`src/sv/wh2d_pkg.sv`:
```
// shared types, sizes and register codes of the weighted 2d histogram unit
// no dependencies; every other file refers to this package by scoped names
package wh2d_pkg;

  localparam int MAX_X_BINS = 64;
  localparam int MAX_Y_BINS = 64;
  localparam int CELLS      = MAX_X_BINS * MAX_Y_BINS;

  localparam int ADDR_W  = (CELLS > 1) ? $clog2(CELLS) : 1;
  localparam int BIN_X_W = (MAX_X_BINS > 1) ? $clog2(MAX_X_BINS) : 1;
  localparam int BIN_Y_W = (MAX_Y_BINS > 1) ? $clog2(MAX_Y_BINS) : 1;
  localparam int BIN_W   = (BIN_X_W > BIN_Y_W) ? BIN_X_W : BIN_Y_W;

  localparam int CNT_W      = 7;
  localparam int COORD_W    = 32;
  localparam int SCALE_W    = 32;
  localparam int WEIGHT_W   = 16;
  localparam int WSQ_W      = 32;
  localparam int SUM_W      = 48;
  localparam int CELL_W     = 12;
  localparam int RD_BIN_W   = 6;
  localparam int CFG_IDX_W  = 3;
  localparam int CFG_DATA_W = 32;

  localparam logic [CFG_IDX_W-1:0] REG_X_ORIGIN    = 3'd0;
  localparam logic [CFG_IDX_W-1:0] REG_Y_ORIGIN    = 3'd1;
  localparam logic [CFG_IDX_W-1:0] REG_X_BIN_SCALE = 3'd2;
  localparam logic [CFG_IDX_W-1:0] REG_Y_BIN_SCALE = 3'd3;
  localparam logic [CFG_IDX_W-1:0] REG_X_BINS_USED = 3'd4;
  localparam logic [CFG_IDX_W-1:0] REG_Y_BINS_USED = 3'd5;

  localparam logic REQ_FILL = 1'b0;
  localparam logic REQ_READ = 1'b1;

  typedef struct packed {
    logic signed [COORD_W-1:0] x_origin;
    logic signed [COORD_W-1:0] y_origin;
    logic [SCALE_W-1:0]        x_bin_scale;
    logic [SCALE_W-1:0]        y_bin_scale;
    logic [CNT_W-1:0]          x_bins_used;
    logic [CNT_W-1:0]          y_bins_used;
  } cfg_t;

  typedef struct packed {
    logic              en;
    logic [ADDR_W-1:0] addr;
    logic [SUM_W-1:0]  sum;
    logic [SUM_W-1:0]  sum_sq;
  } st_wr_t;

  typedef struct packed {
    logic              en;
    logic [ADDR_W-1:0] addr;
  } st_rd_t;

endpackage

```
`src/sv/wh2d_locate.sv`:
```
// shared bin locator: one registered 32x32 multiply per coordinate
// depends on wh2d_pkg for widths; the top level feeds x then y through it
module wh2d_locate (
  input  logic                                 clk,
  input  logic                                 en,
  input  logic signed [wh2d_pkg::COORD_W:0]    delta,
  input  logic [wh2d_pkg::SCALE_W-1:0]         scale,
  input  logic [wh2d_pkg::CNT_W-1:0]           nbins,
  output logic [wh2d_pkg::BIN_W-1:0]           bin,
  output logic                                 ok
);

  logic [wh2d_pkg::COORD_W+wh2d_pkg::SCALE_W-1:0] prod;
  logic [wh2d_pkg::SCALE_W-1:0] hi_r;
  logic neg_r;
  logic zscale_r;

  assign prod = delta[wh2d_pkg::COORD_W-1:0] * scale;

  always_ff @(posedge clk) begin
    if (en) begin
      hi_r     <= prod[wh2d_pkg::COORD_W+wh2d_pkg::SCALE_W-1:wh2d_pkg::COORD_W];
      neg_r    <= delta[wh2d_pkg::COORD_W];
      zscale_r <= (scale == '0);
    end
  end

  // a negative offset lands in bin 0 only with a zero scale
  always_comb begin
    if (neg_r) begin
      ok  = zscale_r && (nbins != '0);
      bin = '0;
    end else begin
      ok  = hi_r < wh2d_pkg::SCALE_W'(nbins);
      bin = hi_r[wh2d_pkg::BIN_W-1:0];
    end
  end

endmodule

```
`config.mk`:
```
export PLATFORM = sky130hd
export DESIGN_NAME = wh2d_locate
export DESIGN_NICKNAME = d
export VERILOG_FILES = /design/src/sv/wh2d_pkg.sv /design/src/sv/wh2d_locate.sv
export SDC_FILE = /design/constraint.sdc
export NUM_CORES = 2
export LEC_CHECK = 0
export BUFFER_PORTS_ARGS = -buffer_cell sky130_fd_sc_hd__buf_2
export CAP_MARGIN = 30
export CELL_PAD_IN_SITES_DETAIL_PLACEMENT = 0
export CELL_PAD_IN_SITES_GLOBAL_PLACEMENT = 1
export CORE_MARGIN = 2
export CORE_UTILIZATION = 30
export CTS_BUF_LIST = sky130_fd_sc_hd__clkbuf_4
export CTS_CLUSTER_DIAMETER = 100
export DETAILED_ROUTE_END_ITERATION = 8
export MAX_ROUTING_LAYER = met4
export PLACE_DENSITY_LB_ADDON = 0.1
export SYNTH_ARGS = -nofsm -noshare
export SYNTH_HDL_FRONTEND = slang
export SYNTH_SLANG_ARGS = --single-unit
```
`constraint.sdc`:
```
create_clock -name clk -period 10.4 [get_ports clk]
set_input_delay 1.56 -clock clk [delete_from_list [all_inputs] [get_ports clk]]
set_output_delay 1.56 -clock clk [all_outputs]
set_load 0.01 [all_outputs]
```
# ---- Yosys cells after proc, flatten, opt, wreduce, memory -nomap -nowiden
# Index checks and enable logic that the tools add are counted.
dict set report word_totals {
  reg_bits 34
  inputBits 74
}
dict set report op_classes {
  mux 2
  n_mul 1
  magnitude_cmp 1
  n_reduce_logical 3
}
# cell count
set ops {}
lappend ops {{multiplier 32 x 32 -> 64 bit} 1}
lappend ops {{logical NOT 32 bit} 1}
lappend ops {{less-than comparator 32 x 7 -> 1 bit} 1}
lappend ops {{nonzero test 7 bit} 1}
lappend ops {{two-way mux 6 bit} 1}
lappend ops {{logical AND 1 bit} 1}
lappend ops {{two-way mux 1 bit} 1}

# ---- Logic depth before layout (Yosys ltp)
dict set report depth {
  word_depth 3
  mapped_depth 27
  mapped_depth_nobuf 25
}

# ---- Worst setup path after synthesis
# OpenSTA, ideal clock, no wires.
dict set report synth_path {
  kind {input port to flip-flop}
  startpoint {in delta[31] (netlist bit)}
  endpoint {reg hi_r[29] (netlist bit), data pin}
  slack_ns 2.161
  t_arrival_ns 7.982
  setup_time_ns 0.258
  cell_stages 25
  path_cell_list {clkbuf_1 nand2_1 fa_1 inv_1 fa_1 fa_1 inv_1 fa_1 inv_1 fa_1 fa_1 fa_1 inv_1 fa_1 inv_1 ha_1 clkbuf_2 nand4_1 or2_2 o221ai_1 a31oi_4 o31ai_4 a31oi_1 a211o_1 xnor2_1}
}
dict set report synth_between {
  elab_chain_cells 1
}
# element line_no
set synth_lines {}
lappend synth_lines {{from (decl)} wh2d_locate.sv:6} ;# input logic signed [wh2d_pkg::COORD_W:0] delta,
lappend synth_lines {{multiplier 32 x 32 -> 64 bit} wh2d_locate.sv:18} ;# assign prod = delta[wh2d_pkg::COORD_W-1:0] * scale;
lappend synth_lines {{net prod, one bit} wh2d_locate.sv:13} ;# logic [wh2d_pkg::COORD_W+wh2d_pkg::SCALE_W-1:0] prod;
lappend synth_lines {{to (signal assigned)} wh2d_locate.sv:22} ;# hi_r <= prod[wh2d_pkg::COORD_W+wh2d_pkg::SCALE_W-1:wh2d_pkg::COORD_W];
lappend synth_lines {{to (decl)} wh2d_locate.sv:14} ;# logic [wh2d_pkg::SCALE_W-1:0] hi_r;
# The timed path passes the listed nets, and every way through them passes these cells.
# A chain may end at the register's enable or synchronous reset.

# ---- Worst setup path in the final report
dict set report layout_path {
  startpoint {in scale[7] (netlist bit)}
  endpoint {reg hi_r[28] (netlist bit), data pin}
}
dict set report layout_between {
  elab_chain_cells 1
}
# element line_no
set layout_lines {}
lappend layout_lines {{from (decl)} wh2d_locate.sv:7} ;# input logic [wh2d_pkg::SCALE_W-1:0] scale,
lappend layout_lines {{multiplier 32 x 32 -> 64 bit} wh2d_locate.sv:18}
lappend layout_lines {{net prod, one bit} wh2d_locate.sv:13}
# The timed path passes the listed nets, and every way through them passes these cells.

==> impl_metrics.py <==
metrics = {
    "layout": {
        "final_nets": 4809,
        "nFillCells": 11900,
        "areaGrowthSynthToFinish_pct": 5.59,
        "final_common_cell": "fa_1",
        "drive_above_1_share_pct": 3.72,
        "layout_common_cells": "fa_1, inv_1, and2_1, nand2_1, ha_1",
    },
    "route": {
        "via_per_inst": 4.57,
        "vias": 23200,
        "antenna_left": 0,
        "firstDrtPassIters": 7,
        "drtIter0Drc": 851,
        "wl_per_cell_microns": 21.6,
        "drc": 0,
        "wl_microns": 110000,
    },
    "worst_hold_path": {
        "hold_class": "in2reg",
        "hold_path_depth": 1,
    },
    "timing": {
        "fin_crit_sh_pct": 90.2,
        "tns_ns": 0,
        "fin_crit_ns": 9.39,
        "finalHoldViolCount": 0,
        "slew_headroom_pct": 31.5,
        "fmax_mhz": 107,
        "maxSlewViolCount": 0,
        "rsz0062_at_grt": "no",
        "finalSetupViolations": 0,
        "worst_pin_slew_ns": 1.03,
    },
    "clock_network": {
        "cts_made_buffers": 5,
        "cts_sinks": 34,
        "clock_tree.buffer_depth": 2,
        "h-tree-depth": 2,
        "cts_root_buf": "clkbuf_4",
        "postCtsSetupBuffers": 0,
        "cts_resized": 0,
        "tritoncts": "yes",
        "cts-hold-fix-buffers": 0,
        "clk_transition_reported_paths_ns": 0.11,
    },
    "critical_path": {
        "arrival_ns": 9.56,
        "path_depth": 24,
        "critPathBufInv": 5,
        "crit_slowest_cell": "buf_2",
        "cp_common_cell": "fa_1",
        "cp_top_family": "adder cells",
        "path_cells": "buf_2, and2_1, fa_1, fa_1, fa_1, inv_1, fa_1, inv_1, fa_1, fa_1, fa_1, inv_1, fa_1, inv_1, ha_1, a21oi_1, o21ai_0, a2111oi_0, o31ai_1, o2111ai_1, a21oi_1, o21ai_1, nand2_1, o311ai_2",
        "max_stage_delay_ns": 0.62,
        "required_ns": 10.58,
        "endpoint_kind": "flip-flop",
        "critPathMaxFanout": 33,
        "path_class": "in2reg",
        "critPathLaunchType": "primary input",
    },
    "place": {
        "io_buffer_count": 80,
        "hpwl_microns": 90200,
        "routabilityCongestion": 0.835,
    },
    "run": {
        "maxCapViolations": 0,
    },
    "synth": {
        "synth.net_count": 4883,
        "synth.distinct_cells": 51,
        "yosysSeqAreaShare_pct": 3.02,
        "yosys.area.top_type_share_pct": 52.9,
        "synth_area_leaders": "fa_1, and2_1, ha_1",
        "synth_edf_count": 34,
        "yosysWarnings": 0,
        "synth_top_area_cell": "fa_1",
        "avgSynthCellArea_sq_um": 9.28,
        "ys_ff_latch": 34,
        "synth_area_sq_um": 33900,
        "synth_ff_type": "edfxtp_1",
        "synth_cells": 3648,
        "postSynth.asyncResetShare_pct": 0,
    },
    "die": {
        "io_pins": 81,
        "die_y_microns": 340,
        "die_w_microns": 340,
        "rows": 123,
        "coreArea_sq_um": 112000,
        "die-area_sq_um": 116000,
        "initial_utilization_pct": 30.2,
    },
    "global_route": {
        "grtUsageTotal_pct": 20.1,
        "grt_overflow": 0,
        "antenna_found_initial": 10,
        "first_global_vias": 27100,
        "grt_max_degree": 35,
        "grt_first_pass_wirelength_microns": 170000,
    },
    "status": {
        "status": "completed",
    },
}
[layer usage]
| metal | wire [microns] | vias up | part of all wire [%] | track usage [%] |
|---|---|---|---|---|
| li1 | - | 10400 | - | - |
| met1 | 45500 | 12500 | 41 | 23.8 |
| met2 | 61000 | 214 | 56 | 38.4 |
| met3 | 1430 | 68 | 1.3 | 0.748 |
| met4 | 1750 | 0 | 1.6 | 2.69 |
| met5 | 0 | - | 0 | - |
[area by class of cell]
type	count	area, sq um	area share [%]
Timing Repair Buffer	118	698	1.95
Antenna cell	6	15.0	0.0420
Inverter	865	3250	9.08
Tap cell	1500	1880	5.25
Sequential cell	34	1020	2.86
Multi-Input combinational cell	2550	28800	80.7
Clock inverter	3	16.3	0.0455
Clock buffer	5	37.5	0.105
[Yosys cell counts (all sizes together), types with 3 or more instances]
| master | instances |
|---|---|
| o211ai | 3 |
| nor4 | 16 |
| a21oi | 62 |
| nand2b | 3 |
| ha | 266 |
| o31ai | 5 |
| a2111oi | 6 |
| inv | 865 |
| nor2 | 25 |
| a221oi | 3 |
| nor3 | 10 |
| clkbuf | 199 |
| nor2b | 10 |
| o221ai | 3 |
| a21boi | 3 |
| nand4 | 24 |
| a31oi | 4 |
| nand2 | 472 |
| fa | 895 |
| and2 | 596 |
| edfxtp | 34 |
| o21ai | 31 |
| a21o | 34 |
| a41oi | 3 |
| and3 | 4 |
| xor2 | 11 |
| nand3 | 7 |
| o21bai | 9 |
| xnor2 | 25 |
[stage by stage]
stage,hold slack (ns),std cells,utilization [%],setup WS [ns],area [sq um]
2_1_floorplan,1.66,3648,-,2.16,33900
3_3_place_gp,1.74,5066,31.8,0.704,35700
3_5_place_dp,1.74,5066,31.8,0.682,35700
4_1_cts,1.36,5074,31.8,1.05,35700
5_1_grt,1.36,5079,31.9,0.640,35700
6_report,1.38,5081,31.9,1.01,35800
[cell families (layout without fill, tap and decap cells)]
group | Yosys count | in the layout | share of synthesized area (%)
and+or+nand+nor | 1172 | 1172 | 18.0
xor gates and xnor gates | 36 | 36 | 0.931
DFF | 34 | 34 | 3.02
adders and majority gates | 1161 | 1161 | 62.7
AOI/OAI and AO/OA | 181 | 181 | 3.54
buffers and inverters | 1064 | 991 | 11.8
other | 0 | 6 | 0
[sequential cells by signal, summed over array words and instances, names as in the netlist]
name and flops:
zscale_r 1, neg_r 1, hi_r 32
[final timing paths]
kind / start / slack [ns] / end
worst max-delay path: scale[7] / 1.01 / hi_r[28]$_DFFE_PP_
worst min-delay path: delta[32] / 1.38 / neg_r$_DFFE_PP_
Power is left out: the tool's default activity adds up to more than one toggle a clock period on the data nets, which glitch-free logic cannot reach.
