**src/sv/wh2d_pkg.sv**
```systemverilog
// shared types, sizes and register codes of the weighted 2d histogram unit
// no dependencies; every other file refers to this package by scoped names
package wh2d_pkg;

  localparam int MAX_X_BINS = 64;
  localparam int MAX_Y_BINS = 64;
  localparam int CELLS      = MAX_X_BINS * MAX_Y_BINS;

  localparam int ADDR_W  = (CELLS > 1) ? $clog2(CELLS) : 1;
  localparam int BIN_X_W = (MAX_X_BINS > 1) ? $clog2(MAX_X_BINS) : 1;
  localparam int BIN_Y_W = (MAX_Y_BINS > 1) ? $clog2(MAX_Y_BINS) : 1;
  localparam int BIN_W   = (BIN_X_W > BIN_Y_W) ? BIN_X_W : BIN_Y_W;

  localparam int CNT_W      = 7;
  localparam int COORD_W    = 32;
  localparam int SCALE_W    = 32;
  localparam int WEIGHT_W   = 16;
  localparam int WSQ_W      = 32;
  localparam int SUM_W      = 48;
  localparam int CELL_W     = 12;
  localparam int RD_BIN_W   = 6;
  localparam int CFG_IDX_W  = 3;
  localparam int CFG_DATA_W = 32;

  localparam logic [CFG_IDX_W-1:0] REG_X_ORIGIN    = 3'd0;
  localparam logic [CFG_IDX_W-1:0] REG_Y_ORIGIN    = 3'd1;
  localparam logic [CFG_IDX_W-1:0] REG_X_BIN_SCALE = 3'd2;
  localparam logic [CFG_IDX_W-1:0] REG_Y_BIN_SCALE = 3'd3;
  localparam logic [CFG_IDX_W-1:0] REG_X_BINS_USED = 3'd4;
  localparam logic [CFG_IDX_W-1:0] REG_Y_BINS_USED = 3'd5;

  localparam logic REQ_FILL = 1'b0;
  localparam logic REQ_READ = 1'b1;

  typedef struct packed {
    logic signed [COORD_W-1:0] x_origin;
    logic signed [COORD_W-1:0] y_origin;
    logic [SCALE_W-1:0]        x_bin_scale;
    logic [SCALE_W-1:0]        y_bin_scale;
    logic [CNT_W-1:0]          x_bins_used;
    logic [CNT_W-1:0]          y_bins_used;
  } cfg_t;

  typedef struct packed {
    logic              en;
    logic [ADDR_W-1:0] addr;
    logic [SUM_W-1:0]  sum;
    logic [SUM_W-1:0]  sum_sq;
  } st_wr_t;

  typedef struct packed {
    logic              en;
    logic [ADDR_W-1:0] addr;
  } st_rd_t;

endpackage

```
**src/sv/wh2d_cfg_regs.sv**
```systemverilog
// configuration register file of the weighted 2d histogram unit
// depends on wh2d_pkg for the register codes and the cfg_t bundle
module wh2d_cfg_regs (
  input  logic                            clk,
  input  logic                            rst_n,
  input  logic                            cfg_we,
  input  logic [wh2d_pkg::CFG_IDX_W-1:0]  cfg_index,
  input  logic [wh2d_pkg::CFG_DATA_W-1:0] cfg_data,
  output wh2d_pkg::cfg_t                  cfg
);

  wh2d_pkg::cfg_t cfg_r;

  always_ff @(posedge clk) begin
    if (!rst_n) begin
      cfg_r.x_origin    <= '0;
      cfg_r.y_origin    <= '0;
      cfg_r.x_bin_scale <= wh2d_pkg::SCALE_W'(65536);
      cfg_r.y_bin_scale <= wh2d_pkg::SCALE_W'(65536);
      cfg_r.x_bins_used <= wh2d_pkg::CNT_W'(64);
      cfg_r.y_bins_used <= wh2d_pkg::CNT_W'(64);
    end else if (cfg_we) begin
      unique case (cfg_index)
        wh2d_pkg::REG_X_ORIGIN:    cfg_r.x_origin    <= $signed(cfg_data);
        wh2d_pkg::REG_Y_ORIGIN:    cfg_r.y_origin    <= $signed(cfg_data);
        wh2d_pkg::REG_X_BIN_SCALE: cfg_r.x_bin_scale <= cfg_data;
        wh2d_pkg::REG_Y_BIN_SCALE: cfg_r.y_bin_scale <= cfg_data;
        wh2d_pkg::REG_X_BINS_USED: cfg_r.x_bins_used <= cfg_data[wh2d_pkg::CNT_W-1:0];
        wh2d_pkg::REG_Y_BINS_USED: cfg_r.y_bins_used <= cfg_data[wh2d_pkg::CNT_W-1:0];
        default: ;
      endcase
    end
  end

  assign cfg = cfg_r;

endmodule

```
**config.mk**
```make
export PLATFORM = sky130hd
export DESIGN_NAME = wh2d_cfg_regs
export DESIGN_NICKNAME = d
export VERILOG_FILES = /design/src/sv/wh2d_pkg.sv /design/src/sv/wh2d_cfg_regs.sv
export SDC_FILE = /design/constraint.sdc
export NUM_CORES = 1
export LEC_CHECK = 0
export BUFFER_PORTS_ARGS = -buffer_cell sky130_fd_sc_hd__buf_4
export CORE_MARGIN = 2
export CORE_UTILIZATION = 25
export DETAILED_ROUTE_END_ITERATION = 7
export HOLD_SLACK_MARGIN = 0.02
export PLACE_DENSITY = 0.54
export SLEW_MARGIN = 20
export SYNTH_ARGS = -nofsm -noshare
export SYNTH_HDL_FRONTEND = slang
export SYNTH_SLANG_ARGS = --single-unit
```
**constraint.sdc**
```tcl
create_clock -name clk -period 1.4 [get_ports clk]
set_clock_uncertainty 0.2 [all_clocks]
set_input_delay 0.07 -clock clk [delete_from_list [all_inputs] [get_ports clk]]
set_output_delay 0.07 -clock clk [all_outputs]
set_load 0.005 [all_outputs]
```
# --- Word level (Yosys, flattened, before mapping) ---
# Cells that the tools add are included.
word_totals:
  regBits: 142
  latchBits: 0
  ram_bits: 0
  romBits: 0
  inputBits: 38
  output_inout_bits: 142
  wordCells: 18
  memories: 0
classes:
  add_sub_neg: 0
  n_mul: 0
  n_div: 0
  n_lt_le_gt_ge: 0
  eq_ne: 5
  n_shift: 0
  muxes: 0
  bitwise_logic: 0
  reduce_logical: 7
ops:
  columns: ["cell", "count"]
  rows:
  - ["2-bit AND reduction", 6]
  - ["3-bit by 2-bit == test with 1-bit output, second input constant", 2]
  - ["3-bit == test, second input constant", 2]
  - ["3-bit by 1-bit == test with 1-bit output, second input constant", 1]
  - ["3-bit logical NOT", 1]

# --- Logic depth before layout (Yosys ltp) ---
# Gate-level depths: netlist of the first run.
logic_depth:
  word_depth: 2
  ltp_mapped: 5
  mapped_depth_nobuf: 2

# --- Worst setup path before layout of the first run ---
# No wires, ideal clock.
synth_path:
  path_type: "input to register"
  start: "in cfg_index[1] in the netlist's numbering"
  end: "reg cfg_r, in the netlist cfg[110]"
  setup_ps: 72
  arrival_time_ps: 887
  t_required_ps: 1128
  path_slack_ps: 242
  path_stages: 3
  path_buffers: 1
  path_cell_list: "nor4b_4 -> buf_6 -> mux2i_1"
synth_between:
  elab_chain_len: 2
synth_rtl:
  columns: ["item", "line_no", "source"]
  rows:
  - ["start, declared", "wh2d_cfg_regs.sv:7", "input logic [wh2d_pkg::CFG_IDX_W-1:0] cfg_index,"]
  - ["3-bit logical NOT", "wh2d_cfg_regs.sv:23", "unique case (cfg_index)"]
  - ["2-bit AND reduction (no line)", null, null]
  - ["end, declared", "wh2d_cfg_regs.sv:12", "wh2d_pkg::cfg_t cfg_r;"]
# No other way between the ends.
# A chain may end at the register's enable or synchronous reset.

==> results of run 1 <==
==> synth_stat cells, drive strengths merged <==
cell type	n	area share (%)
and4bb	1	0.24
buf	24	3.4
clkbuf	12	0.86
dfxtp	142	54
mux2i	142	27
nand2	170	12
nand4b	2	0.45
nand4bb	2	0.43
nor2b	6	0.72
nor4b	1	0.45
==> logic make-up after synthesis <==
group	Yosys count	synth area share, %
buffers and inverters	36	4.269
DFF	142	54.19
muxes	142	27.09
and+or+nand+nor	182	14.45
==> worst max-delay path: stages <==
cell and delay, ps:
dlygate4sd3_1 560, buf_6 170, buf_16 220, nand2_1 200
mux2i_1 180
==> where the power goes <==
| group | switching (mW) | total [mW] | leakage, nW | internal (mW) |
|---|---|---|---|---|
| logic | 0.337 | 0.724 | 2.33 | 0.387 |
| clock network | 1.82 | 4.30 | 0.264 | 2.49 |
| registers | 0.0496 | 4.18 | 1.15 | 4.13 |
| total | 2.20 | 9.21 | 3.74 | 7.00 |
==> worst max-delay path by stage <==
stage                 startpoint       end  slack (ps)  depth (start not counted)
floorplan           cfg_index[1]  cfg[110]         240                          3
global placement    cfg_index[1]  cfg[122]          60                          4
detailed placement  cfg_index[1]  cfg[123]           5                          4
CTS                        rst_n   cfg[10]          60                          5
global route               rst_n   cfg[10]          30                          6
finish                     rst_n  cfg[114]         100                          5
==> layout make-up <==
type / count / area (um^2) / share of cell area, %
tap: 270 / 337.8 / 4.285
timing repair buffer: 233 / 1936 / 24.55
clock inverter: 14 / 118.9 / 1.508
multi-input combinational: 324 / 2210 / 28.03
clock buffer: 18 / 439.2 / 5.571
sequential: 142 / 2843 / 36.06
==> layer usage <==
metal	up-vias	wire length, um
li1	2100	-
met1	1936	6956
met2	116	6443
met3	10	1027
met4	0	127
met5	-	0
==> timing repair <==
item	CTS	global route
hold buffers	35	0
endpoints found under the hold margin	142	0
setup endpoints to repair	0	4
gates resized for setup	0	4
==> impl_metrics.tcl, run 1 <==
set metrics [dict create \
    dp_slack_ps 5.306 \
    grt_start_max_net_pins 51 \
    rsz0062_at_grt "false" \
    fp.dieH_um 148.9 \
    clock_sinks 142 \
    grt_pass1_wl_mm 22.49 \
    io_buffers 179 \
    hold_viol_final 0 \
    pin_count 180 \
    synth_seq_cells 142 \
    final_nets 756 \
    total_power_mw 9.208 \
    critPathRequiredTime_ps 1530 \
    cts_setup_buffers 0 \
    cts_buffers 17 \
    hold_path_depth 4 \
    fillers 2042 \
    worstPathMaxFanout 46 \
    ir_drop_mv 0.7234 \
    placed_cells 934 \
    r2r_slack_ps 580 \
    rr_endpoint "cfg[30]" \
    start_kind "input port" \
    grt-busiest-layer "met2" \
    coreArea_mm2 0.02043 \
    cp-end-kind "register" \
    syn_area_mm2 0.005246 \
    rr_startpoint "cfg[30]" \
    synth_nets 540 \
    period_needed_ps 1305 \
    viasPerCell 4.158 \
    grt_util_all_layers_pct 13.06 \
    setup_tns_ps 0 \
    drt_iter0_drc 96 \
    setup-violations-final 0 \
    worst_hold_path.endpoint "cfg[1]" \
    leakage_nw 3.741 \
    grt_overflow 0 \
    min_from "cfg_index[2]" \
    final_cell_mix "buf_4, nand2_1, mux2i_1, dfxtp_1, dlygate4sd3_1" \
    period_share_pct 93.18 \
    arrival_ps 1430 \
    die_w_um 148.9 \
    max_slew_margin_pct 74.51 \
    tightest_slew_ps 382.4 \
    wl_mm 14.55 \
    clk_latency_ps 410 \
    grt_use_met3_pct 4.709 \
    drc 0 \
    grt_pass1_vias 4153 \
    syn_area_per_cell_um2 10.45 \
    use_met2_pct 19.98 \
    synth_cells 502 \
    synth-seq-area-share_pct 54.19 \
    fmax_ghz 0.7666 \
    htreeDepth 4 \
    start_util_pct 25.68 \
    final_util_pct 38.59 \
    stdcell_count 1001 \
    cts_tree "built" \
    outcome "finished clean" \
    antenna_left 0 \
    rows 52 \
    hold_class "in2reg" \
    crit_type "in2reg" \
    post_drt_wl_per_cell_um 14.54 \
    reg2reg_depth 2 \
    finalWorstSetupSlack_ps 95.46 \
    synth.distinct_cells 13 \
    layout-drive-gt1-share_pct 32.28 \
    dpl-instance-area_mm2 0.006959 \
    firstDrtPassIters 4 \
    grt_use_met1_pct 17.33 \
    layout_commonest_cell "buf_4" \
    gp_congestion 0.6978 \
    path_clk_slew_ps 60 \
    vias 4162 \
    areaGrowthSynthToFinish_pct 50.27 \
    largest_register_ffs 142 \
    report.final.slew_viol_count 0 \
    antenna_found_initial 0 \
    max_cap_violations 0 \
    whs_ps 20.93 \
    yosysWarnings 0 \
    fp.dieArea_mm2 0.02216 \
    cts.path.max_buffers 2 \
    postLayoutCellArea_mm2 0.007884 \
    antenna_cells 0 \
    hpwl_mm 9.773 \
    p_per_area_mw_per_mm2 1168 \
    cts-root-buf "clkbuf_16" \
]
Note: power is estimated with default switching activity, not from simulation.
==> inputs of run 2 (changes only) <==
--- a/config.mk
+++ b/config.mk
@@ -8,6 +8,7 @@
 export BUFFER_PORTS_ARGS = -buffer_cell sky130_fd_sc_hd__buf_4
 export CORE_MARGIN = 2
 export CORE_UTILIZATION = 25
+export CTS_BUF_LIST = sky130_fd_sc_hd__clkbuf_4
 export DETAILED_ROUTE_END_ITERATION = 7
 export HOLD_SLACK_MARGIN = 0.02
 export PLACE_DENSITY = 0.54
==> impl_metrics.tcl, run 2 (synthesis gave the netlist of run 1 again) <==
set metrics [dict create \
    setup_tns_ps -42.02 \
    period_needed_ps 1430 \
    gp_congestion 0.6978 \
    coreArea_mm2 0.02043 \
    dp_slack_ps 5.306 \
    arrival_ps 1670 \
    drt_iter0_drc 129 \
    outcome "complete, but fails checks" \
    layout_commonest_cell "buf_4" \
    cp_cell_sequence "dlygate4sd3_1 -> buf_4 -> nor4b_4 -> buf_4 -> clkbuf_16 -> mux2i_1" \
    areaGrowthSynthToFinish_pct 58.31 \
    r2r_slack_ps 20 \
    viasPerCell 4.191 \
    cp-end-kind "register" \
    p_per_area_mw_per_mm2 899.9 \
    grt_util_all_layers_pct 14.45 \
    hold_class "in2reg" \
    worst_hold_path.endpoint "cfg[56]" \
    max_stage_delay_ps 540 \
    antenna_left 0 \
    min_from "rst_n" \
    rr_endpoint "cfg[86]" \
    final_nets 824 \
    vias 4480 \
    drc 0 \
    swShare_pct 26.76 \
    hold_path_depth 3 \
    antenna_cells 0 \
    hpwl_mm 9.773 \
    die_w_um 148.9 \
    cts_buffers 17 \
    p_seq_share_pct 56.0 \
    start_util_pct 25.68 \
    slowest_stage "dlygate4sd3_1" \
    cts_tree "built" \
    antenna_found_initial 0 \
    finalWorstSetupSlack_ps -30.39 \
    path_clk_slew_ps 120 \
    dpl-instance-area_mm2 0.006959 \
    layout-drive-gt1-share_pct 32.67 \
    final_cell_mix "buf_4, nand2_1, mux2i_1" \
    clk_latency_ps 520 \
    fp.dieArea_mm2 0.02216 \
    cp-startpoint "cfg_index[2]" \
    postLayoutCellArea_mm2 0.008305 \
    critPathRequiredTime_ps 1640 \
    p_int_mw 5.474 \
    comb_power_share_pct 11.3 \
    grt_pass1_wl_mm 24.84 \
    max_cap_violations 0 \
    fp.dieH_um 148.9 \
    pin_count 180 \
    clkPwrFrac_pct 32.7 \
    tightest_slew_ps 532.8 \
    violations "hold timing, setup timing" \
    htreeDepth 4 \
    grt_overflow 0 \
    cts-root-buf "clkbuf_4" \
    largest_register_ffs 142 \
    fillers 2045 \
    rows 52 \
    cts.path.max_buffers 2 \
    crit_type "in2reg" \
    clock_sinks 142 \
    wl_mm 16.21 \
    leakage_nw 3.826 \
    io_buffers 179 \
    start_kind "input port" \
    rr_startpoint "cfg[86]" \
    net-switching-power_mw 2.000 \
    setup-violations-final 3 \
    fmax_ghz 0.6991 \
    placed_cells 934 \
    whs_ps -322.5 \
    stdcell_count 1069 \
    period_share_pct 102.2 \
    cp_common_cell "buf_4" \
    grt_pass1_vias 4625 \
    regArea_mm2 0.002873 \
    report.final.slew_viol_count 0 \
    firstDrtPassIters 4 \
    worstPathMaxFanout 16 \
    ir_drop_mv 0.4238 \
    hold_viol_final 1 \
    grt_start_max_net_pins 33 \
    max_slew_margin_pct 64.48 \
    reg2reg_depth 3 \
    post_drt_wl_per_cell_um 15.16 \
    multi_input_area_mm2 0.002205 \
]
[run 2: cell type report]
cell class	instances	area share (%)
repair buffers	301	31.79
well taps	270	4.067
clock buffers	17	1.537
clock inverters	15	1.476
multi-input cells	324	26.54
flip-flops and latches	142	34.59
[run 2: power groups by stage]
stage	sequential, mW	clock, mW	combinational (mW)
3_3_place_gp	4.27	0	0.649
6_report	4.18	2.45	0.846
4_1_cts	4.18	2.56	0.845
3_5_place_dp	4.27	0	0.651
2_1_floorplan	4.27	0	0.289
5_1_grt	4.20	2.75	0.910
[run 2: worst max-delay path by stage]
stage                     slack [ps]  cells past startpoint  endpoint
after floorplan                  240                      3  cfg[110]
after global placement            60                      4  cfg[122]
after detailed placement           5                      4  cfg[123]
after CTS                         10                      5   cfg[92]
after global routing             -10                      3   cfg[65]
final                            -30                      6  cfg[123]
[run 2: per-stage QoR]
| step | hold slack [ps] | util [%] | total power [mW] |
|---|---|---|---|
| final | -322.5 | 40.65 | 7.474 |
| after global routing | -302.2 | 40.65 | 7.861 |
| after CTS | 79.55 | 40.68 | 7.585 |
| after detailed placement | 163.1 | 34.06 | 4.920 |
| after global placement | 158.1 | 34.06 | 4.920 |
| after floorplan | 34.49 | - | 4.560 |
[run 2: per-layer routing]
| layer | vias to the layer above | global-route usage [%] | wire length, um | share of wire, % |
|---|---|---|---|---|
| met2 | 120 | 23.15 | 7323 | 45 |
| met5 | - | 0 | 0 | 0 |
| met3 | 7 | 4.648 | 993 | 6.1 |
| met4 | 0 | 3.714 | 114 | 0.70 |
| met1 | 2123 | 18.87 | 7772 | 48 |
| li1 | 2230 | - | - | - |
[run 2: worst max-delay path: cells and delay by family]
family	cells	cell delay (ps)
buffers and inverters	4	1100
multiplexers	1	230
AND/OR/NAND/NOR	1	250
[run 2: what timing repair did]
item | in CTS | in global routing
buffers inserted | 0 | 1
hold endpoints to repair | 142 | 24
resized for setup | 0 | 29
setup endpoints to repair | 0 | 41
hold buffers | 108 | 4
==> inputs of run 3 (changes only) <==
--- a/config.mk
+++ b/config.mk
@@ -11,7 +11,6 @@
 export CTS_BUF_LIST = sky130_fd_sc_hd__clkbuf_4
 export DETAILED_ROUTE_END_ITERATION = 7
 export HOLD_SLACK_MARGIN = 0.02
-export PLACE_DENSITY = 0.54
 export SLEW_MARGIN = 20
 export SYNTH_ARGS = -nofsm -noshare
 export SYNTH_HDL_FRONTEND = slang
==> impl_metrics.tcl, run 3 (synthesis gave the netlist of run 1 again) <==
set metrics [dict create \
    clkPwrFrac_pct 33.3 \
    grt_pass1_wl_mm 25.81 \
    pin_count 180 \
    drt_iter0_drc 158 \
    swShare_pct 25.46 \
    max_slew_margin_pct 61.30 \
    dp_slack_ps 23.32 \
    crit_type "in2reg" \
    setup-violations-final 0 \
    hold_class "in2reg" \
    finalWorstSetupSlack_ps 24.78 \
    stdcell_count 1104 \
    vias 4689 \
    arrival_ps 1590 \
    p_int_mw 5.635 \
    report.final.slew_viol_count 0 \
    firstDrtPassIters 4 \
    final_nets 859 \
    clock_sinks 142 \
    cp_common_cell "dlygate4sd3_1" \
    cts_setup_buffers 0 \
    period_share_pct 98.23 \
    layout_commonest_cell "buf_4" \
    viasPerCell 4.247 \
    ir_drop_mv 0.4236 \
    path_depth 5 \
    fp.dieH_um 148.9 \
    fillers 1997 \
    wl_mm 16.55 \
    rows 52 \
    final_util_pct 42.63 \
    cts_tree "built" \
    net-switching-power_mw 1.925 \
    leakage_nw 3.892 \
    antenna_left 0 \
    worstPathMaxFanout 6 \
    setup_tns_ps 0 \
    tightest_slew_ps 580.5 \
    drc 0 \
    clk_latency_ps 520 \
    comb_power_share_pct 11.3 \
    whs_ps -115.6 \
    grt_start_max_net_pins 46 \
    post_drt_wl_per_cell_um 14.99 \
    start_util_pct 25.68 \
    hold_path_depth 4 \
    final_cell_mix "buf_4, nand2_1, mux2i_1" \
    antenna_cells 0 \
    outcome "complete, but fails checks" \
    hold_viol_final 11 \
    violations "hold timing" \
    hpwl_mm 9.849 \
    areaGrowthSynthToFinish_pct 66.01 \
    path_clk_slew_ps 120 \
    largest_register_ffs 142 \
    io_buffers 179 \
    max_stage_delay_ps 670 \
    critPathRequiredTime_ps 1610 \
    htreeDepth 4 \
    cts_buffers 17 \
    p_per_area_mw_per_mm2 868.0 \
    reg2reg_depth 3 \
    antenna_found_initial 0 \
    cp-end-kind "register" \
    layout-drive-gt1-share_pct 32.25 \
    grt_pass1_vias 4804 \
    fmax_ghz 0.7272 \
    period_needed_ps 1375 \
    gp_congestion 0.7221 \
    r2r_slack_ps 30 \
    grt_overflow 0 \
    start_kind "input port" \
    slowest_stage "dlygate4sd3_1" \
    coreArea_mm2 0.02043 \
    cp_cell_sequence "dlygate4sd3_1 -> buf_4 -> nand2_1 -> dlygate4sd3_1 -> mux2i_1" \
    crit_family "buffers and inverters" \
    grt_util_all_layers_pct 14.91 \
    max_cap_violations 0 \
    die_w_um 148.9 \
    fp.dieArea_mm2 0.02216 \
    critical_path_buf_inv_count 3 \
    cts-root-buf "clkbuf_4" \
    placed_cells 931 \
    p_seq_share_pct 55.3 \
    cts.path.max_buffers 2 \
]
[run 3: cell count changes in the layout (fill, tap and decap cells not counted), moves of 4 or more]
cell	previous run	this run
dlygate4sd3_1	96	136
dfxtp_1	118	99
dfxtp_2	24	43
buf_4	192	184
clkinv_1	1	6
clkinvlp_4	5	1
[run 3: stage by stage]
stage	power (mW)	cell area [um^2]
after global placement	4.908	6962
after global routing	7.937	8710
after CTS	7.672	8778
final	7.560	8710
after floorplan	4.560	5246
after detailed placement	4.912	6962
[run 3: power groups by stage]
stage	clock, mW	sequential (mW)	combinational [mW]
after floorplan	0	4.27	0.289
after global placement	0	4.27	0.638
after detailed placement	0	4.27	0.643
after CTS	2.64	4.18	0.853
after global routing	2.82	4.20	0.924
final	2.52	4.18	0.855
[run 3: per-layer routing]
metal	share of wire [%]	track usage, %	wire length (um)
met1	45	18.92	7502
met4	0.88	4.000	145
met2	48	24.72	7968
met3	5.6	4.465	935
met5	0	0	0
[run 3: cell type report]
class	instances	area, um^2	area share (%)
clock buffer	17	127.6	1.465
clock inverter	15	127.6	1.465
multi-input combinational	324	2205	25.31
sequential	142	2897	33.26
tap	270	337.8	3.879
timing repair buffer	336	3015	34.62
[run 3: worst reg2reg max path: stages, from the launching register on]
cell	delay, ps
dfxtp_2	360
nand2_1	40
dlygate4sd3_1	550
mux2i_1	150
[run 3: repair_timing]
action / CTS / global route
hold buffers: 155 / 4
setup endpoints to repair: 0 / 59
gates resized for setup: 0 / 49
hold endpoints to repair: 142 / 18
[run 3: path summary, 6_finish.rpt]
path                             startpoint       to
worst min register to register      cfg[66]  cfg[66]
worst max-delay path            cfg_data[5]  cfg[19]
worst max register to register      cfg[69]  cfg[69]
worst min-delay path                  rst_n  cfg[82]
